**src/hw/rtl/b58_pkg.sv**
```systemverilog
// Shared constants, item types, sequencer states and the alphabet lookup of the base58 encoder.
package b58_pkg;

    // Default byte capacity of the input store
    localparam int MAX_BYTES_DEF = 32;
    // Most characters ever emitted for one string
    localparam int MAX_CHARS     = 44;
    // Digit scratch memory
    localparam int DIGIT_SLOTS   = 64;
    localparam int DIGIT_AW      = 6;
    localparam int DIGIT_CNT_W   = DIGIT_AW + 1;
    // Emitted character counter
    localparam int CHAR_CNT_W    = $clog2(MAX_CHARS + 1);
    // Divide by 58: floor(v * RECIP58 / 2**RECIP_SHIFT) is exact for v < 58 * 256
    localparam int RECIP58       = 1130;
    localparam int RECIP_SHIFT   = 16;
    localparam int DIV_IN_W      = 14;
    localparam int PROD_W        = 25;
    // ASCII '1', the character for a leading zero byte and for digit zero
    localparam logic [6:0] CHAR_ONE = 7'd49;

    typedef struct packed {
        logic [7:0] data_byte;
        logic       last_byte;
    } in_item_t;

    typedef struct packed {
        logic [6:0] char_code;
        logic       last_char;
        logic       truncated;
    } out_item_t;

    typedef enum logic [1:0] {
        ST_LOAD,
        ST_PASS,
        ST_EMIT
    } b58_state_t;

    // Bitcoin alphabet: digit to ASCII, the gaps skip 0, I, O and l
    function automatic logic [6:0] b58_char(input logic [5:0] digit);
        logic [6:0] d;
        logic [6:0] code;
        d = {1'b0, digit};
        priority if (digit <= 6'd8)
            code = d + 7'd49;
        else if (digit <= 6'd16)
            code = d + 7'd56;
        else if (digit <= 6'd21)
            code = d + 7'd57;
        else if (digit <= 6'd32)
            code = d + 7'd58;
        else if (digit <= 6'd43)
            code = d + 7'd64;
        else if (digit <= 6'd57)
            code = d + 7'd65;
        else
            code = 7'd122;
        return code;
    endfunction

endpackage

```
**src/hw/rtl/b58_chan_if.sv**
```systemverilog
// Valid/ready channel interface carrying one request payload.
interface b58_chan_if #(
    parameter type item_t = logic
);
    logic  valid;
    logic  ready;
    item_t payload;

    modport source (output valid, output payload, input ready);
    modport sink   (input valid, input payload, output ready);
endinterface

```
**src/hw/rtl/b58_ram.sv**
```systemverilog
// Simple dual-port synchronous RAM, one write and one registered read per cycle.
module b58_ram #(
    parameter int DEPTH = 32,
    parameter int WIDTH = 8,
    parameter int AW    = (DEPTH > 1) ? $clog2(DEPTH) : 1
) (
    input  logic             clk,
    input  logic             we,
    input  logic [AW-1:0]    waddr,
    input  logic [WIDTH-1:0] wdata,
    input  logic [AW-1:0]    raddr,
    output logic [WIDTH-1:0] rdata
);

    logic [WIDTH-1:0] mem [DEPTH];

    // Write port
    always_ff @(posedge clk)
    begin
        if (we)
        begin
            mem[waddr] <= wdata;
        end
    end

    // Read port, registered output
    always_ff @(posedge clk)
    begin
        rdata <= mem[raddr];
    end

endmodule

```
**src/hw/rtl/b58_div58.sv**
```systemverilog
// One step of long division by 58: {remainder, byte} -> quotient byte and new remainder.
module b58_div58
    import b58_pkg::*;
(
    input  logic [DIV_IN_W-1:0] value,
    output logic [7:0]          quot,
    output logic [5:0]          rem
);

    logic [PROD_W-1:0] prod;
    logic [5:0]        q58_lo;

    // Reciprocal multiply, exact over the operand range
    assign prod = PROD_W'(value) * PROD_W'(RECIP58);
    assign quot = prod[RECIP_SHIFT+7:RECIP_SHIFT];

    // Remainder is below 64, so only the low six bits of q*58 matter
    assign q58_lo = {quot[0], 5'b0} + {quot[1:0], 4'b0} + {quot[2:0], 3'b0} + {quot[4:0], 1'b0};
    assign rem    = value[5:0] - q58_lo;

endmodule

```
**src/hw/rtl/base58_encoder.sv**
```systemverilog
// Base58 encoder top level: byte store, division sequencer and character output.
//
//  channel      | dir | payload                               | accepted when
//  -------------+-----+---------------------------------------+------------------
//  byte_stream  | in  | data_byte[7:0], last_byte             | valid && ready
//  char_stream  | out | char_code[6:0], last_char, truncated  | valid && ready
//
//  Load: one byte per cycle; ready is high only in the load state.
//  Convert: each pass divides the live bytes by 58 through the byte RAM;
//  about 1.37 passes per byte.
//  Emit: a leading '1' goes straight to the output register, a digit via a digit RAM read.
//  Reset clears control state only; the RAMs hold garbage until written, no clearing pass.
//  A stalled char_stream holds the emit state; the next string may load while the
//  final character still waits in the output register.
module base58_encoder
    import b58_pkg::*;
#(
    parameter int MAX_BYTES = MAX_BYTES_DEF
) (
    input  logic              clk,
    input  logic              rst_n,
    b58_chan_if.sink          byte_stream,
    b58_chan_if.source        char_stream
);

    localparam int CNT_W  = $clog2(MAX_BYTES + 1);
    localparam int AW     = (MAX_BYTES > 1) ? $clog2(MAX_BYTES) : 1;
    localparam int DCNT_W = DIGIT_CNT_W;
    localparam int TOT_W  = ((CNT_W > DCNT_W) ? CNT_W : DCNT_W) + 1;

    b58_state_t state_reg, state_next;

    logic [CNT_W-1:0]      count_reg, count_next;
    logic [CNT_W-1:0]      zeros_reg, zeros_next;
    logic                  lead_nz_reg, lead_nz_next;
    logic                  ovf_reg, ovf_next;
    logic [CNT_W-1:0]      idx_reg, idx_next;
    logic [5:0]            rem_reg, rem_next;
    logic                  rdv_reg, rdv_next;
    logic [CNT_W-1:0]      wb_idx_reg, wb_idx_next;
    logic                  nz_seen_reg, nz_seen_next;
    logic [CNT_W-1:0]      first_nz_reg, first_nz_next;
    logic [DCNT_W-1:0]     dcount_reg, dcount_next;
    logic [DCNT_W-1:0]     dsel_reg, dsel_next;
    logic [CHAR_CNT_W-1:0] k_reg, k_next;
    logic                  pend_reg, pend_next;
    logic                  out_valid_reg, out_valid_next;
    out_item_t             out_item_reg, out_item_next;

    in_item_t in_item;
    logic     in_fire;
    logic     byte_ok;
    logic     load_zero;
    logic [CNT_W-1:0] zeros_inc;
    logic [CNT_W-1:0] count_inc;
    logic     start_empty;

    logic [7:0]  byte_rdata;
    logic [5:0]  digit_rdata;
    logic [7:0]  quot;
    logic [5:0]  rem;
    logic        rd_issue;
    logic        pass_end;
    logic        value_zero;
    logic [CNT_W-1:0]  first_new;
    logic [DCNT_W-1:0] dcount_inc;
    logic [DCNT_W-1:0] dsel_dec;
    logic        pass_stop;

    logic        byte_we;
    logic [AW-1:0] byte_waddr;
    logic [7:0]  byte_wdata;

    logic [TOT_W-1:0] total;
    logic             over;
    logic [TOT_W-1:0] emit_total;
    logic             trunc;
    logic             slot_free;
    logic [TOT_W-1:0] k_ext;
    logic             in_zeros;
    logic             issue_emit;
    logic             load_one;
    logic             issue_digit;
    logic             load_char;
    logic             char_last;
    logic             emit_done;

    // Input side
    assign in_item   = byte_stream.payload;
    assign in_fire   = byte_stream.valid && byte_stream.ready;
    assign byte_ok   = count_reg < CNT_W'(MAX_BYTES);
    assign load_zero = byte_ok && !lead_nz_reg && (in_item.data_byte == 8'd0);
    assign zeros_inc = zeros_reg + CNT_W'(load_zero);
    assign count_inc = count_reg + CNT_W'(byte_ok);
    assign start_empty = (zeros_inc == count_inc);

    // Division pass control
    assign rd_issue   = (state_reg == ST_PASS) && (idx_reg < count_reg);
    assign pass_end   = (state_reg == ST_PASS) && rdv_reg && (wb_idx_reg == count_reg - CNT_W'(1));
    assign value_zero = !nz_seen_reg && (quot == 8'd0);
    assign first_new  = nz_seen_reg ? first_nz_reg : ((quot != 8'd0) ? wb_idx_reg : count_reg);
    assign dcount_inc = dcount_reg + DCNT_W'(1);
    assign dsel_dec   = dsel_reg - DCNT_W'(1);
    assign pass_stop  = pass_end && (value_zero || (dcount_inc == DCNT_W'(DIGIT_SLOTS)));

    // Emission control
    assign total      = TOT_W'(zeros_reg) + TOT_W'(dcount_reg);
    assign over       = total > TOT_W'(MAX_CHARS);
    assign emit_total = over ? TOT_W'(MAX_CHARS) : total;
    assign trunc      = ovf_reg || over;
    assign slot_free  = !out_valid_reg || char_stream.ready;
    assign k_ext      = TOT_W'(k_reg);
    assign in_zeros   = k_ext < TOT_W'(zeros_reg);
    assign issue_emit = (state_reg == ST_EMIT) && !pend_reg && slot_free && (k_ext < emit_total);
    assign load_one    = issue_emit && in_zeros;
    assign issue_digit = issue_emit && !in_zeros;
    assign load_char   = load_one || ((state_reg == ST_EMIT) && pend_reg);
    assign char_last   = (k_ext + TOT_W'(1)) == emit_total;
    assign emit_done   = load_char && char_last;

    // Byte store: written on load and by each division step
    assign byte_we    = ((state_reg == ST_LOAD) && in_fire && byte_ok) ||
                        ((state_reg == ST_PASS) && rdv_reg);
    assign byte_waddr = (state_reg == ST_LOAD) ? count_reg[AW-1:0] : wb_idx_reg[AW-1:0];
    assign byte_wdata = (state_reg == ST_LOAD) ? in_item.data_byte : quot;

    b58_ram #(
        .DEPTH (MAX_BYTES),
        .WIDTH (8)
    ) u_byte_ram (
        .clk   (clk),
        .we    (byte_we),
        .waddr (byte_waddr),
        .wdata (byte_wdata),
        .raddr (idx_reg[AW-1:0]),
        .rdata (byte_rdata)
    );

    b58_div58 u_div (
        .value ({rem_reg, byte_rdata}),
        .quot  (quot),
        .rem   (rem)
    );

    // Digit store: one remainder per pass, read back most significant first
    b58_ram #(
        .DEPTH (DIGIT_SLOTS),
        .WIDTH (6)
    ) u_digit_ram (
        .clk   (clk),
        .we    (pass_end),
        .waddr (dcount_reg[DIGIT_AW-1:0]),
        .wdata (rem),
        .raddr (dsel_dec[DIGIT_AW-1:0]),
        .rdata (digit_rdata)
    );

    // Next state
    always_comb
    begin
        state_next = state_reg;
        unique case (state_reg)
            ST_LOAD:
            begin
                if (in_fire && in_item.last_byte)
                begin
                    state_next = start_empty ? ST_EMIT : ST_PASS;
                end
            end
            ST_PASS:
            begin
                if (pass_stop)
                begin
                    state_next = ST_EMIT;
                end
            end
            ST_EMIT:
            begin
                if (emit_done)
                begin
                    state_next = ST_LOAD;
                end
            end
            default:
            begin
                state_next = ST_LOAD;
            end
        endcase
    end

    // Datapath and outputs
    always_comb
    begin
        count_next     = count_reg;
        zeros_next     = zeros_reg;
        lead_nz_next   = lead_nz_reg;
        ovf_next       = ovf_reg;
        idx_next       = idx_reg;
        rem_next       = rem_reg;
        rdv_next       = 1'b0;
        wb_idx_next    = wb_idx_reg;
        nz_seen_next   = nz_seen_reg;
        first_nz_next  = first_nz_reg;
        dcount_next    = dcount_reg;
        dsel_next      = dsel_reg;
        k_next         = k_reg;
        pend_next      = pend_reg;

        byte_stream.ready = (state_reg == ST_LOAD);

        unique case (state_reg)
            ST_LOAD:
            begin
                if (in_fire)
                begin
                    count_next   = count_inc;
                    zeros_next   = zeros_inc;
                    lead_nz_next = lead_nz_reg || (byte_ok && (in_item.data_byte != 8'd0));
                    ovf_next     = ovf_reg || !byte_ok;
                    if (in_item.last_byte)
                    begin
                        idx_next     = zeros_inc;
                        rem_next     = 6'd0;
                        nz_seen_next = 1'b0;
                        dcount_next  = '0;
                        dsel_next    = '0;
                        k_next       = '0;
                        pend_next    = 1'b0;
                    end
                end
            end
            ST_PASS:
            begin
                // issue the next byte read
                rdv_next = rd_issue;
                if (rd_issue)
                begin
                    idx_next    = idx_reg + CNT_W'(1);
                    wb_idx_next = idx_reg;
                end
                // consume returned byte, carry the remainder
                if (rdv_reg)
                begin
                    rem_next = rem;
                    if ((quot != 8'd0) && !nz_seen_reg)
                    begin
                        nz_seen_next  = 1'b1;
                        first_nz_next = wb_idx_reg;
                    end
                end
                // end of pass: store digit, restart at the first live byte
                if (pass_end)
                begin
                    dcount_next  = dcount_inc;
                    dsel_next    = dcount_inc;
                    rem_next     = 6'd0;
                    nz_seen_next = 1'b0;
                    idx_next     = first_new;
                end
            end
            ST_EMIT:
            begin
                if (issue_digit)
                begin
                    pend_next = 1'b1;
                    dsel_next = dsel_dec;
                end
                if (load_char)
                begin
                    k_next    = k_reg + CHAR_CNT_W'(1);
                    pend_next = 1'b0;
                end
                if (emit_done)
                begin
                    count_next   = '0;
                    zeros_next   = '0;
                    lead_nz_next = 1'b0;
                    ovf_next     = 1'b0;
                end
            end
            default:
            begin
                rdv_next = 1'b0;
            end
        endcase

        // Output register
        out_item_next = out_item_reg;
        if (load_char)
        begin
            out_valid_next          = 1'b1;
            out_item_next.char_code = pend_reg ? b58_char(digit_rdata) : CHAR_ONE;
            out_item_next.last_char = char_last;
            out_item_next.truncated = trunc;
        end
        else if (char_stream.ready)
        begin
            out_valid_next = 1'b0;
        end
        else
        begin
            out_valid_next = out_valid_reg;
        end
    end

    assign char_stream.valid   = out_valid_reg;
    assign char_stream.payload = out_item_reg;

    // Control registers
    always_ff @(posedge clk or negedge rst_n)
    begin
        if (!rst_n)
        begin
            state_reg     <= ST_LOAD;
            count_reg     <= '0;
            zeros_reg     <= '0;
            lead_nz_reg   <= 1'b0;
            ovf_reg       <= 1'b0;
            idx_reg       <= '0;
            rdv_reg       <= 1'b0;
            nz_seen_reg   <= 1'b0;
            dcount_reg    <= '0;
            dsel_reg      <= '0;
            k_reg         <= '0;
            pend_reg      <= 1'b0;
            out_valid_reg <= 1'b0;
        end
        else
        begin
            state_reg     <= state_next;
            count_reg     <= count_next;
            zeros_reg     <= zeros_next;
            lead_nz_reg   <= lead_nz_next;
            ovf_reg       <= ovf_next;
            idx_reg       <= idx_next;
            rdv_reg       <= rdv_next;
            nz_seen_reg   <= nz_seen_next;
            dcount_reg    <= dcount_next;
            dsel_reg      <= dsel_next;
            k_reg         <= k_next;
            pend_reg      <= pend_next;
            out_valid_reg <= out_valid_next;
        end
    end

    // Payload registers
    always_ff @(posedge clk)
    begin
        rem_reg      <= rem_next;
        wb_idx_reg   <= wb_idx_next;
        first_nz_reg <= first_nz_next;
        out_item_reg <= out_item_next;
    end

endmodule

```
**src/flat_wrapper.sv**
```systemverilog
// flat-port wrapper written by rule: the top's interface ports become plain ports
module base58_encoder_flat import b58_pkg::*;
#(
    parameter int MAX_BYTES = MAX_BYTES_DEF
)
  (clk, rst_n, byte_stream_valid, byte_stream_payload, byte_stream_ready, char_stream_valid, char_stream_payload, char_stream_ready);
  b58_chan_if #(.item_t(in_item_t)) byte_stream_i ();
  b58_chan_if #(.item_t(out_item_t)) char_stream_i ();
  input  logic clk;
  input  logic rst_n;
  input wire logic [$bits(byte_stream_i.valid)-1:0] byte_stream_valid;
  input wire logic [$bits(byte_stream_i.payload)-1:0] byte_stream_payload;
  output wire logic [$bits(byte_stream_i.ready)-1:0] byte_stream_ready;
  output wire logic [$bits(char_stream_i.valid)-1:0] char_stream_valid;
  output wire logic [$bits(char_stream_i.payload)-1:0] char_stream_payload;
  input wire logic [$bits(char_stream_i.ready)-1:0] char_stream_ready;
  assign byte_stream_i.valid = byte_stream_valid;
  assign byte_stream_i.payload = byte_stream_payload;
  assign byte_stream_ready = byte_stream_i.ready;
  assign char_stream_valid = char_stream_i.valid;
  assign char_stream_payload = char_stream_i.payload;
  assign char_stream_i.ready = char_stream_ready;
  base58_encoder #(.MAX_BYTES(MAX_BYTES)) u_core (.clk(clk), .rst_n(rst_n), .byte_stream(byte_stream_i), .char_stream(char_stream_i));
endmodule
```
**config.mk**
```make
export PLATFORM = sky130hd
export DESIGN_NAME = base58_encoder_flat
export DESIGN_NICKNAME = d
export VERILOG_FILES = /design/src/hw/rtl/b58_pkg.sv /design/src/hw/rtl/b58_chan_if.sv /design/src/hw/rtl/b58_ram.sv /design/src/hw/rtl/b58_div58.sv /design/src/hw/rtl/base58_encoder.sv /design/src/flat_wrapper.sv
export SDC_FILE = /design/constraint.sdc
export NUM_CORES = 1
export LEC_CHECK = 0
export ABC_AREA = 0
export BUFFER_PORTS_ARGS = -buffer_cell sky130_fd_sc_hd__buf_2
export CORE_MARGIN = 4
export CORE_UTILIZATION = 40
export CTS_CLUSTER_DIAMETER = 60
export DETAILED_ROUTE_END_ITERATION = 7
export PLACE_DENSITY_LB_ADDON = 0.05
export SLEW_MARGIN = 20
export SYNTH_ARGS = -nofsm -noshare
export SYNTH_HDL_FRONTEND = slang
export SYNTH_HIERARCHICAL = 1
export SYNTH_SLANG_ARGS = --single-unit
```
**constraint.sdc**
```tcl
create_clock -name clk -period 10.1 [get_ports clk]
set_clock_uncertainty 0.1 [all_clocks]
set_input_delay 1.515 -clock clk [delete_from_list [all_inputs] [get_ports clk]]
set_output_delay 1.515 -clock clk [all_outputs]
set_load 0.05 [all_outputs]
```
# Word-level counts from Yosys, hierarchy flattened
# Memory sizes are Yosys's and may differ from the RTL's. A register that Yosys moved wholly into a read port is not among the register bits.
# Cells that the tools add are included.
[op_classes]
n_addsub = 19
n_eq_ne = 18
reduce_logical = 53
n_mux = 60
multipliers = 1
magnitude_cmp = 11
[ops]
columns = ["operator", "count"]
rows = [
  ["6-bit 2-to-1 mux", 14],
  ["7-bit 2-to-1 mux", 10],
  ["6-bit one-hot mux with 2 select lines", 5],
  ["6-bit by 6-bit adder with 7-bit output, second input constant", 4],
  ["14-bit by 10-bit multiplier with 23-bit output, second input constant", 1],
  ["7-bit one-hot mux with 3 select lines", 1],
  ["1-bit logical AND", 20],
  ["4-bit AND reduction", 5],
  ["6-bit adder", 3],
  ["6-bit <= comparator, second input constant", 3],
  ["1-bit 2-to-1 mux", 17],
  ["8-bit logical NOT", 2],
  ["8-bit 2-to-1 mux", 2],
  ["8-bit nonzero test", 2],
  ["6-bit by 7-bit adder with 7-bit output, second input constant", 2],
  ["7-bit one-hot mux with 2 select lines", 1],
  ["6-bit by 1-bit adder with 6-bit output", 2],
  ["6-bit by 1-bit adder with 6-bit output, second input constant", 2],
  ["6-bit == test", 2],
  ["6-bit by 5-bit <= comparator with 1-bit output, second input constant", 2],
  ["6-bit < comparator", 2],
  ["2-bit by 1-bit != test with 1-bit output, second input constant", 5],
  ["5-bit AND reduction", 2],
  ["3-bit by 1-bit != test with 1-bit output, second input constant", 3],
  ["other kinds (27)", 50],
]
[totals]
inputBits = 13
regBits = 73
out_inout_bits = 11
ram_bits = 640
word_cells = 183
n_memories = 2
[memory_table]
columns = ["memory", "depth", "width", "read_ports", "rd_clocked_by_memory_dff", "write_ports", "line", "rtl"]
rows = [
  ["u_core.u_digit_ram.mem", 64, 6, 1, 1, 1, "b58_ram.sv:15", "logic [WIDTH-1:0] mem [DEPTH];"],
  ["u_core.u_byte_ram.mem", 32, 8, 1, 1, 1, "b58_ram.sv:15", ""],
]

# Longest topological paths before layout
# Gate-level depths: netlist of the first run.
[depth]
depth_word = 10
ltp_mapped = 29

# By module
# Netlist of the first run, hierarchy kept.
[modules_own_cells]
columns = ["mod", "area_per_inst_um2", "n_inst", "seq_area_each_um2", "cells_per_inst"]
rows = [
  ["b58_ram at u_core.u_digit_ram", 15225.9, 1, 11651.2, 720],
  ["b58_ram at u_core.u_byte_ram", 10053.4, 1, 7847.5, 417],
  ["base58_encoder", 5427.7, 1, 1936.9, 597],
  ["b58_div58", 2488.6, 1, 0.0, 271],
]

# Least setup slack after synthesis of the first run
# OpenSTA, ideal clock, no wires.
[synth_timing]
kind = "register -> register"
from = "reg u_core.rem_reg[0]"
to = "mem u_core.u_digit_ram.mem[0][4], data pin"
slack_ns = 2.142
n_path_buf = 0
period_less_slack_ns = 7.958
setup_time_ns = 0.571
stages_incl_launch_ff = 22
arrival_ns = 7.287
cell_sequence = "edfxtp_1 -> ha_1 -> ha_1 -> fa_1 -> fa_1 -> inv_1 -> fa_1 -> inv_1 -> ha_1 -> a21oi_1 -> o21ai_1 -> o21ai_1 -> nand3b_2 -> a21o_1 -> a21oi_1 -> xnor2_1 -> fa_1 -> ha_1 -> ha_1 -> inv_1 -> ha_1 -> xnor2_1"
[synth_between]
elab_cells_between_ends = 5
classes_between = "4 x add/sub; 1 x mul"
[synth_rtl]
columns = ["item", "line", "rtl"]
rows = [
  ["start: declaration", "base58_encoder.sv:38", "logic [5:0] rem_reg, rem_next;"],
  ["start signal: assignment", "base58_encoder.sv:349", "rem_reg <= rem_next;"],
  ["14-bit by 10-bit multiplier with 23-bit output", "b58_div58.sv:14", "assign prod = PROD_W'(value) * PROD_W'(RECIP58);"],
  ["named net u_core.quot[3]", "base58_encoder.sv:60", "logic [7:0] quot;"],
  ["6-bit adder", "b58_div58.sv:18", "assign q58_lo = {quot[0], 5'b0} + {quot[1:0], 4'b0} + {quot[2:0], 3'b0} + {quot[4:0], 1'b0};"],
  ["6-bit subtractor", "b58_div58.sv:19", "assign rem = value[5:0] - q58_lo;"],
  ["named net u_core.rem[4]", "base58_encoder.sv:61", "logic [5:0] rem;"],
  ["end: declaration", "b58_ram.sv:15", ""],
]
# The timed path passes the listed nets, and every way through them passes these cells.

# Worst setup path in the final report of the first run
[layout_timing]
from = "reg u_core.u_byte_ram.rdata[5] (read register of u_core.u_byte_ram.mem)"
to = "mem u_core.u_digit_ram.mem[4][5] (netlist: u_core/u_digit_ram/mem[2][5]), data pin"
[layout_between]
elab_cells_between_ends = 5
classes_between = "4 x add/sub; 1 x mul"
[layout_rtl]
columns = ["item", "line", "rtl"]
rows = [
  ["start: declaration", "b58_ram.sv:12", "output logic [WIDTH-1:0] rdata"],
  ["14-bit by 10-bit multiplier with 23-bit output", "b58_div58.sv:14", ""],
  ["named net u_core.quot[3]", "base58_encoder.sv:60", ""],
  ["6-bit adder", "b58_div58.sv:18", ""],
  ["6-bit subtractor", "b58_div58.sv:19", ""],
  ["named net u_core.rem[5]", "base58_encoder.sv:61", ""],
]
# The timed path passes the listed nets, and every way through them passes these cells.

==> summary.md, run 1 <==
| Metric | Value |
|---|---|
| CP required | `10.39 ns` |
| Outcome | `completed` |
| Number of antenna violations at the first check in global routing | `5` |
| Maximum root-to-sink buffer count | `3` |
| Final setup viols | `0` |
| Die Area | `87700 µm²` |
| Gr busiest metal | `met2` |
| Ratio of final minimum period to clock period | `80.5%` |
| Delay-heaviest family, CP | `adder cells` |
| CTS tree | `yes` |
| Clock buffers created by TritonCTS | `86` |
| Starting DRT DRC Count | `1240` |
| GPL Wtd Cong | `0.789` |
| Gate count of the mapped netlist | `2005` |
| Met1 track demand over resource in global routing | `26.6%` |
| Number of warnings issued by yosys | `6` |
| Nets in the synthesized netlist | `2177` |
| Number of distinct library cell variants in the gate-level netlist after synthesis | `87` |
| H-tree depth | `3` |
| Worst-path clk slew | `0.06 ns` |
| Category of the worst setup path launch point | `flip-flop` |
| Cells taking the most area after synthesis | `sky130_fd_sc_hd__edfxtp_1 (60%), sky130_fd_sc_hd__mux4_2 (11%), sky130_fd_sc_hd__ha_1 (4.9%)` |
| Number of max-slew violations in the final report | `0` |
| Cell chosen for the clock root | `sky130_fd_sc_hd__clkbuf_16` |
| Number of placed instances, taps included | `3035` |
| Post-synthesis cell type with the largest combined area | `sky130_fd_sc_hd__edfxtp_1` |
| Crit path launch | `u_core/u_byte_ram/rdata[5]` |
| Startpoint of the worst register-to-register path | `u_core/u_byte_ram/rdata[5]` |
| Critical path data arrival time | `8.42 ns` |
| Hold Buf Count CTS | `0` |
| CP dominant cell by count | `sky130_fd_sc_hd__ha_1` |
| Share of final-layout standard cells stronger than drive strength 1 | `19.7%` |
| Overall Global Routing Usage | `18.3%` |
| Pre-antenna DRT Iters | `5` |
| Number of input and output port buffers inserted | `23` |
| Class of the tightest hold or removal check | `flip-flop to flip-flop` |
| Origin of the worst min-delay path | `u_core/lead_nz_reg` |
| Critical R2R Capture | `u_core/u_digit_ram/mem[2][5]` |
| Met2 Track Usage GR | `27.9%` |
| Post-detailed-route via-to-cell ratio | `5.58` |
| ANT cells | `0` |
| Unrepaired setup endpoints after global routing | `false` |
| Kind of end point of the critical path | `flip-flop` |
| Post-synthesis instance area | `33200 µm²` |
| Wire length of the first global-routing pass | `119000 µm` |
| Most instantiated flip-flop cell in the synthesis netlist | `sky130_fd_sc_hd__edfxtp_1` |
| Crit path max-delay cell type | `sky130_fd_sc_hd__xnor3_2` |
| Overall overflow remaining after global route | `0` |
| Net count, final | `2225` |
| Pin count of the biggest net entering global routing | `66` |
| Final routed wire length divided by cell count | `24.8 µm` |
| Insertion delay to the later sink of the worst-skew pair | `0.63 ns` |
| Total buffers and inverters traversed by the critical path | `6` |
| Number of primary I/O pins | `24` |
| Layout fillers | `7078` |
| Count of flip-flops with a built-in enable after synthesis | `667` |
| Final critical-path required period | `8.13 ns` |
| Area of placed instances | `34400 µm²` |
| Yosys reg bits | `726` |
| Area added between synthesis and finish | `12.1%` |
| Worst Hold Path EP | `u_core/lead_nz_reg` |
| Grt met3 use | `3.97%` |
| Via total after detailed routing | `17800` |
| Slew HR | `26.7%` |
| Cells on worst reg2reg path | `29` |
| Y dimension of the die | `296 µm` |
| Maximum clock frequency | `123 MHz` |
| Final hold vios | `0` |
| Clock sinks | `726` |
| Post-cts repair resize count | `0` |
| Critical-path maximum fanout | `40` |
| Cell depth of the worst min-delay path | `1` |
| Reg2Reg Setup Slack | `1.97 ns` |
| Number of global-route vias before repair | `18100` |
| # DRC | `0` |
| Routed wire length | `79200 µm` |
| Post-synthesis sequential area ratio | `64.6%` |
| Final sum of negative setup slack | `0 ns` |
| Number of nets with antenna violations after routing | `0` |
| Core Footprint | `82100 µm²` |
| Type of the worst setup path | `flip-flop to flip-flop` |
| Post-layout instance count excluding filler cells | `3190` |
| Worst-margin pin slew | `1.09 ns` |
| Post-Synthesis Mean Instance Area | `16.6 µm²` |
| Biggest cell delay along the critical path | `0.63 ns` |
| Row Count | `105` |
| Flip-flop count of the largest register, all copies and words added | `384` |
| Initial Utilization | `40.4%` |
| Chip Width | `296 µm` |
| Area fraction of the dominant cell type after synthesis | `60.3%` |
| Max-cap violations | `0` |
| Non-Filler Cell Area, Final | `37200 µm²` |
| Detailed placer's ending HPWL | `50300 µm` |
| Post-CTS repair timing setup buffer count | `0` |
| Largest reg by FF count | `u_core/u_digit_ram/mem` |
| Async set or reset register ratio after synthesis | `6.20%` |
-- cell type report --
class	count	area (µm²)	area share, %
clock buffers	99	2210	5.94
clock inverters	56	553	1.49
inverters	118	449	1.21
multi-input cells	1076	10900	29.4
flip-flops and latches	726	21400	57.6
well taps	1070	1340	3.60
repair buffers	45	284	0.763
-- worst register-to-register path, delay by kind of cell, from the launching register on --
kind / cells / cell delay, ns
AO/OA/AOI/OAI: 5 / 0.96
flip-flops: 1 / 0.53
buffers and inverters: 6 / 0.76
XOR/XNOR: 5 / 1.40
adder cells (fa/ha/maj): 10 / 3.82
AND/OR/NAND/NOR: 3 / 0.29
-- placed cells by master (no fill, tap or decap), types with 26 or more instances in the layout --
cell	synthesis	final
sky130_fd_sc_hd__fa_1	30	30
sky130_fd_sc_hd__clkbuf_16	0	86
sky130_fd_sc_hd__clkinv_1	0	26
sky130_fd_sc_hd__inv_1	118	115
sky130_fd_sc_hd__dfrtp_1	45	43
sky130_fd_sc_hd__o21ai_0	44	44
sky130_fd_sc_hd__nor2_1	140	140
sky130_fd_sc_hd__mux4_2	167	167
sky130_fd_sc_hd__edfxtp_1	667	667
sky130_fd_sc_hd__ha_1	129	129
sky130_fd_sc_hd__nand3_1	38	38
sky130_fd_sc_hd__xnor2_1	38	34
sky130_fd_sc_hd__a21oi_1	51	51
sky130_fd_sc_hd__nand2_1	70	70
sky130_fd_sc_hd__mux2_2	41	41
-- synthesized netlist by cell type (all sizes together) (11+ instances only) --
| library cell | instances |
|---|---|
| o221ai | 12 |
| nand2b | 17 |
| o211ai | 11 |
| a21oi | 53 |
| clkbuf | 45 |
| nand3b | 12 |
| buf | 40 |
| or2 | 11 |
| o21ai | 57 |
| and2 | 16 |
| mux4 | 173 |
| nor3 | 20 |
| dfxtp | 14 |
| nand2 | 70 |
| o22ai | 13 |
| inv | 118 |
| xor2 | 16 |
| nand3 | 38 |
| ha | 129 |
| mux2 | 41 |
| dfrtp | 45 |
| edfxtp | 667 |
| nor2 | 140 |
| a21o | 13 |
| fa | 30 |
| xnor2 | 38 |
| mux2i | 18 |
| nor2b | 21 |
-- how the worst max path moves through the flow --
| stage | endpoint | slack, ns | depth (start not counted) |
|---|---|---|---|
| 4_1_cts | u_core/u_digit_ram/mem[2][5] | 1.87 | 29 |
| 3_3_place_gp | u_core/u_digit_ram/mem[28][5] | 2.02 | 29 |
| 2_1_floorplan | u_core/u_digit_ram/mem[0][4] | 2.14 | 21 |
| 5_1_grt | u_core/u_digit_ram/mem[32][5] | 1.44 | 29 |
| 6_report | u_core/u_digit_ram/mem[2][5] | 1.97 | 29 |
| 3_5_place_dp | u_core/u_digit_ram/mem[2][5] | 1.88 | 29 |
-- cell families after synthesis --
logic type               Yosys count  share of synthesized area, %
AND/OR/NAND/NOR                  390                          5.79
flip-flops                       726                          64.6
adder cells (fa/ha/maj)          159                          6.67
XOR/XNOR                          56                          1.58
multiplexers                     232                          13.8
AO/OA/AOI/OAI                    239                          4.87
buffers and inverters            203                          2.73
-- stage by stage --
| stage | hold WS [ns] | setup WS [ns] | utilization [%] |
|---|---|---|---|
| floorplan | 0.371 | 2.14 | - |
| global placement | 0.398 | 2.02 | 41.9 |
| detailed placement | 0.404 | 1.88 | 41.9 |
| CTS | 0.421 | 1.87 | 45.3 |
| global route | 0.444 | 1.44 | 45.3 |
| finish | 0.414 | 1.97 | 45.3 |
-- routing by layer --
layer,part of all wire [%],vias up
met5,0,-
met4,2.5,0
met3,6.3,133
met2,46,462
met1,46,9269
li1,-,7946
Power of run 1 is not shown: default switching activity piles up to over one toggle a cycle in this logic, so the estimate is an artifact.
==> run 2: changes to the inputs <==
==> constraint.sdc (replaced) <==
create_clock -name clk -period 7.7 [get_ports clk]
set_clock_uncertainty 0.1 [all_clocks]
set_input_delay 1.155 -clock clk [delete_from_list [all_inputs] [get_ports clk]]
set_output_delay 1.155 -clock clk [all_outputs]
set_load 0.05 [all_outputs]
==> run 2 against run 1 <==
Worst hold slack worse by 0.0062 ns; register-to-register slack got worse by 1.6 ns; non-clock buffer count rose by 20; highest routed layer unchanged; routed wire length grew 1.6%; core utilization up 0.20 points; die area unchanged; global-route usage is 0.15 points higher; flip-flop and latch count did not move; setup slack worse by 1.6 ns; design area grew 0.44%; clock-buffer cell count grew 6.
==> summary.md, run 2 (synthesis results as in run 1) <==
| Metric | Value |
|---|---|
| Critical-path maximum fanout | `8` |
| Row Count | `105` |
| Routed wire length | `80400 µm` |
| Area added between synthesis and finish | `12.6%` |
| Most frequent cells in the layout | `sky130_fd_sc_hd__edfxtp_1 (667), sky130_fd_sc_hd__mux4_2 (167), sky130_fd_sc_hd__nor2_1 (140)` |
| Net count, final | `2240` |
| Delay-heaviest family, CP | `adder cells` |
| Worst-path clk slew | `0.06 ns` |
| Wire length of the first global-routing pass | `120000 µm` |
| Final Worst Setup Slack | `0.345 ns` |
| Clock buffers created by TritonCTS | `81` |
| Via total after detailed routing | `17900` |
| Maximum clock frequency | `136 MHz` |
| Origin of the worst min-delay path | `u_core/wb_idx_reg[5]` |
| Number of primary I/O pins | `24` |
| Worst-margin pin slew | `1.05 ns` |
| Clock sinks | `726` |
| Share of final-layout standard cells stronger than drive strength 1 | `21.0%` |
| Number of nets with antenna violations after routing | `0` |
| Startpoint of the worst register-to-register path | `u_core/rem_reg[0]` |
| Number of global-route vias before repair | `18300` |
| Number of max-slew violations in the final report | `0` |
| Category of the worst setup path launch point | `flip-flop` |
| Overall Global Routing Usage | `18.4%` |
| Number of input and output port buffers inserted | `23` |
| Ratio of final minimum period to clock period | `95.5%` |
| Max-cap violations | `0` |
| Slew HR | `30.1%` |
| Largest reg by FF count | `u_core/u_digit_ram/mem` |
| # DRC | `0` |
| Biggest cell delay along the critical path | `0.54 ns` |
| Crit path max-delay cell type | `sky130_fd_sc_hd__fa_1` |
| Die Area | `87700 µm²` |
| Outcome | `completed` |
| Top layer used by detailed routing | `met4` |
| Pin count of the biggest net entering global routing | `66` |
| Final routed wire length divided by cell count | `25.1 µm` |
| DRT met1 WL | `36700 µm` |
| Type of the worst setup path | `flip-flop to flip-flop` |
| Layout fillers | `7070` |
| Kind of end point of the critical path | `flip-flop` |
| CTS tree | `yes` |
| Initial Utilization | `40.4%` |
| Chip Width | `296 µm` |
| Overall overflow remaining after global route | `0` |
| Total buffers and inverters traversed by the critical path | `6` |
| CP required | `7.95 ns` |
| Number of antenna violations at the first check in global routing | `3` |
| Crit path launch | `u_core/rem_reg[0]` |
| Most common library cell in the layout ignoring fill and taps | `sky130_fd_sc_hd__edfxtp_1` |
| Final hold vios | `0` |
| Insertion delay to the later sink of the worst-skew pair | `0.63 ns` |
| Pre-antenna DRT Iters | `5` |
| CP dominant cell by count | `sky130_fd_sc_hd__ha_1` |
| Met2 wirelength from detailed routing | `37200 µm` |
| Cell chosen for the clock root | `sky130_fd_sc_hd__clkbuf_16` |
| Routed met3 length | `4550 µm` |
| Worst slack at placement | `0.139 ns` |
| Maximum root-to-sink buffer count | `3` |
| Critical path data arrival time | `7.60 ns` |
| GPL Wtd Cong | `0.778` |
| Flip-flop count of the largest register, all copies and words added | `384` |
| Final setup viols | `0` |
| Final critical-path required period | `7.36 ns` |
| Post-detailed-route via-to-cell ratio | `5.59` |
| Core Footprint | `82100 µm²` |
| Class of the tightest hold or removal check | `flip-flop to flip-flop` |
| Starting DRT DRC Count | `1205` |
| Y dimension of the die | `296 µm` |
| ANT cells | `0` |
| H-tree depth | `3` |
| Detailed placer's ending HPWL | `51300 µm` |
[run 2: worst reg2reg max path: cells and delay by family, from the launching register on]
kind / cells / cell delay (ns)
fa+ha+maj: 10 / 3.71
xor+xnor: 5 / 1.10
compound gates: 5 / 0.75
buf+inv: 6 / 0.65
flops: 1 / 0.42
simple gates: 3 / 0.33
[run 2: layer usage]
metal / vias up / global-route usage, %
li1: 7978 / -
met4: 0 / 5.29
met5: - / 0
met2: 421 / 28.8
met1: 9399 / 26.6
met3: 120 / 3.48
[run 2: worst paths after layout]
path / to / slack (ns) / cells past startpoint
setup / recovery: u_core/u_digit_ram/mem[19][5] / 0.34 / 29
hold / removal: u_core/first_nz_reg[5] / 0.41 / 0
setup reg to reg: u_core/u_digit_ram/mem[19][5] / 0.34 / 29
hold reg to reg: u_core/first_nz_reg[5] / 0.41 / 0
max in group asynchronous: u_core/idx_reg[0] / 6.44 / 2
min in group asynchronous: u_core/k_reg[2] / 0.53 / 2
[run 2: repair_timing]
| action | CTS | global route |
|---|---|---|
| hold buffers | 0 | 0 |
| gates resized for setup | 0 | 10 |
| endpoints found under the setup margin | 0 | 65 |
| buffers inserted | 0 | 6 |
[run 2: through the flow]
stage	TNS, ns	utilization (%)	std cells	hold WS [ns]	instance area (µm²)
after global routing	-0.000120	45.5	3205	0.442	37400
final	0	45.5	3205	0.408	37400
after global placement	0	42.1	3043	0.395	34500
after detailed placement	0	42.1	3043	0.393	34500
after CTS	0	45.3	3193	0.407	37200
after floorplan	0	-	2005	0.371	33200
[run 2: cell type report]
class	count	area, µm²	area share (%)
well taps	1070	1340	3.58
flip-flops and latches	726	21400	57.4
repair buffers	65	532	1.42
clock inverters	45	433	1.16
multi-input cells	1076	11000	29.4
clock buffers	105	2180	5.83
inverters	118	449	1.20
Power of run 2 is left out for the same reason.
==> run 3: changes to the inputs <==
--- a/config.mk
+++ b/config.mk
@@ -9,9 +9,11 @@
 export BUFFER_PORTS_ARGS = -buffer_cell sky130_fd_sc_hd__buf_2
 export CORE_MARGIN = 4
 export CORE_UTILIZATION = 40
+export CTS_BUF_LIST = sky130_fd_sc_hd__clkbuf_8
 export CTS_CLUSTER_DIAMETER = 60
 export DETAILED_ROUTE_END_ITERATION = 7
 export PLACE_DENSITY_LB_ADDON = 0.05
+export RECOVER_POWER = 50
 export SLEW_MARGIN = 20
 export SYNTH_ARGS = -nofsm -noshare
 export SYNTH_HDL_FRONTEND = slang
==> run 3 against run 2 <==
The run now ends with max-capacitance violations, max-slew violations left; die area is the same; non-clock buffer count shrank 7; via count up 0.25%; core utilization down 0.60 points; register-to-register slack about the same; global-route usage grew 0.064 points; first-iteration DRC count shrank 12%; sequential share of layout area up 0.74 points; flip-flop and latch count unchanged; worst hold slack improved by 0.0078 ns; design area is 1.3% lower; critical path depth down 1; critical path type unchanged.
==> summary.md, run 3 (synthesis results as in run 1) <==
| Metric | Value |
|---|---|
| Outcome | `complete, but fails checks` |
| Failing checks | `max-capacitance violations, max-slew violations` |
| Clock sinks | `726` |
| Number of max-slew violations in the final report | `226` |
| Final sum of negative setup slack | `0 ns` |
| Pin count of the biggest net entering global routing | `66` |
| Most frequent cells in the layout | `sky130_fd_sc_hd__edfxtp_1 (667), sky130_fd_sc_hd__mux4_2 (167), sky130_fd_sc_hd__inv_1 (157)` |
| Die Area | `87700 µm²` |
| Total buffers and inverters traversed by the critical path | `5` |
| Number of global-route vias before repair | `18600` |
| Chip Width | `296 µm` |
| Class of the tightest hold or removal check | `flip-flop to flip-flop` |
| Critical-path maximum fanout | `64` |
| H-tree depth | `3` |
| # DRC | `0` |
| GPL Wtd Cong | `0.778` |
| Number of input and output port buffers inserted | `23` |
| Initial Utilization | `40.4%` |
| Post-detailed-route via-to-cell ratio | `5.48` |
| Overall Global Routing Usage | `18.5%` |
| Kind of end point of the critical path | `flip-flop` |
| Worst slack at placement | `0.139 ns` |
| Reg2Reg Setup Slack | `0.35 ns` |
| Number of nets with antenna violations after routing | `0` |
| Starting DRT DRC Count | `1062` |
| Overall overflow remaining after global route | `0` |
| Flip-flop count of the largest register, all copies and words added | `384` |
| Number of antenna violations at the first check in global routing | `5` |
| Pre-antenna DRT Iters | `5` |
| Number of primary I/O pins | `24` |
| Maximum clock frequency | `136 MHz` |
| Share of final-layout standard cells stronger than drive strength 1 | `20.1%` |
| Core Footprint | `82100 µm²` |
| Final setup viols | `0` |
| Delay-heaviest family, CP | `adder cells` |
| Routed wire length | `80300 µm` |
| Unrepaired setup endpoints after global routing | `false` |
| Cell chosen for the clock root | `sky130_fd_sc_hd__clkbuf_8` |
| Maximum root-to-sink buffer count | `3` |
| Net count, final | `2273` |
| Ratio of final minimum period to clock period | `95.4%` |
| Category of the worst setup path launch point | `flip-flop` |
| Area added between synthesis and finish | `11.1%` |
| Insertion delay to the later sink of the worst-skew pair | `0.75 ns` |
| Biggest cell delay along the critical path | `0.54 ns` |
| Wire length of the first global-routing pass | `120000 µm` |
| Final critical-path required period | `7.35 ns` |
| Slew HR | `-130%` |
| Worst-margin pin slew | `3.46 ns` |
| Detailed placer's ending HPWL | `51300 µm` |
| CP required | `8.01 ns` |
| Y dimension of the die | `296 µm` |
| Final hold vios | `0` |
| Type of the worst setup path | `flip-flop to flip-flop` |
| Final Worst Setup Slack | `0.353 ns` |
| Largest reg by FF count | `u_core/u_digit_ram/mem` |
| Most common library cell in the layout ignoring fill and taps | `sky130_fd_sc_hd__edfxtp_1` |
| Worst-path clk slew | `0.06 ns` |
| CTS tree | `yes` |
| Clock buffers created by TritonCTS | `121` |
| Critical path data arrival time | `7.66 ns` |
| Row Count | `105` |
| Max-cap violations | `5` |
| CP dominant cell by count | `sky130_fd_sc_hd__ha_1` |
| Via total after detailed routing | `18000` |
| Crit path max-delay cell type | `sky130_fd_sc_hd__fa_1` |
| Post-Route Hold Slack | `0.416 ns` |
| Hold Buf Count CTS | `0` |
| Final routed wire length divided by cell count | `24.5 µm` |
[run 3: changes by cell type in the layout (fill, tap and decap cells not counted), moves of 3 or more]
cell	delta
sky130_fd_sc_hd__buf_2	-11
sky130_fd_sc_hd__buf_4	-6
sky130_fd_sc_hd__buf_6	-3
sky130_fd_sc_hd__clkbuf_16	-85
sky130_fd_sc_hd__clkbuf_8	+121
sky130_fd_sc_hd__clkinv_1	+22
sky130_fd_sc_hd__clkinvlp_4	-4
sky130_fd_sc_hd__inv_1	+42
sky130_fd_sc_hd__inv_12	+4
sky130_fd_sc_hd__inv_6	-5
sky130_fd_sc_hd__mux2_1	+7
sky130_fd_sc_hd__mux2_2	-7
[run 3: area by class of cell]
| cell class | instances | area [µm²] |
|---|---|---|
| Clock buffer | 125 | 1720 |
| Timing Repair Buffer | 58 | 367 |
| Multi-Input combinational cell | 1076 | 11000 |
| Fill cell | 7177 | 45200 |
| Clock inverter | 103 | 596 |
| Inverter | 118 | 449 |
| Antenna cell | 2 | 5.00 |
| Sequential cell | 726 | 21400 |
| Tap cell | 1070 | 1340 |
[run 3: worst paths after layout]
path                                 startpoint                            end  cells past startpoint
setup / recovery              u_core/rem_reg[0]  u_core/u_digit_ram/mem[16][5]                     28
hold / removal             u_core/wb_idx_reg[5]         u_core/first_nz_reg[5]                      0
setup reg to reg              u_core/rem_reg[0]  u_core/u_digit_ram/mem[16][5]                     28
hold reg to reg            u_core/wb_idx_reg[5]         u_core/first_nz_reg[5]                      0
max in group asynchronous                 rst_n              u_core/idx_reg[1]                      2
min in group asynchronous                 rst_n            u_core/count_reg[2]                      2
[run 3: metrics by stage]
step | cell area [µm²] | instances | util (%)
2_1_floorplan | 33200 | 2005 | -
3_3_place_gp | 34500 | 3043 | 42.1
3_5_place_dp | 34500 | 3043 | 42.1
4_1_cts | 36900 | 3271 | 44.9
5_1_grt | 36900 | 3277 | 44.9
6_report | 36900 | 3278 | 44.9
[run 3: timing repair]
action / 4_1_cts / 5_1_grt
resized for setup: 0 / 6
setup buffers: 0 / 5
endpoints found under the setup margin: 0 / 65
[run 3: routing by layer]
layer	GRT usage, %	part of all wire [%]	up-vias
met2	28.9	46	440
met4	5.25	2.1	0
met5	0	0	-
met1	26.5	46	9337
met3	3.81	5.6	123
li1	-	-	8062
Power of run 3 is left out for the same reason.
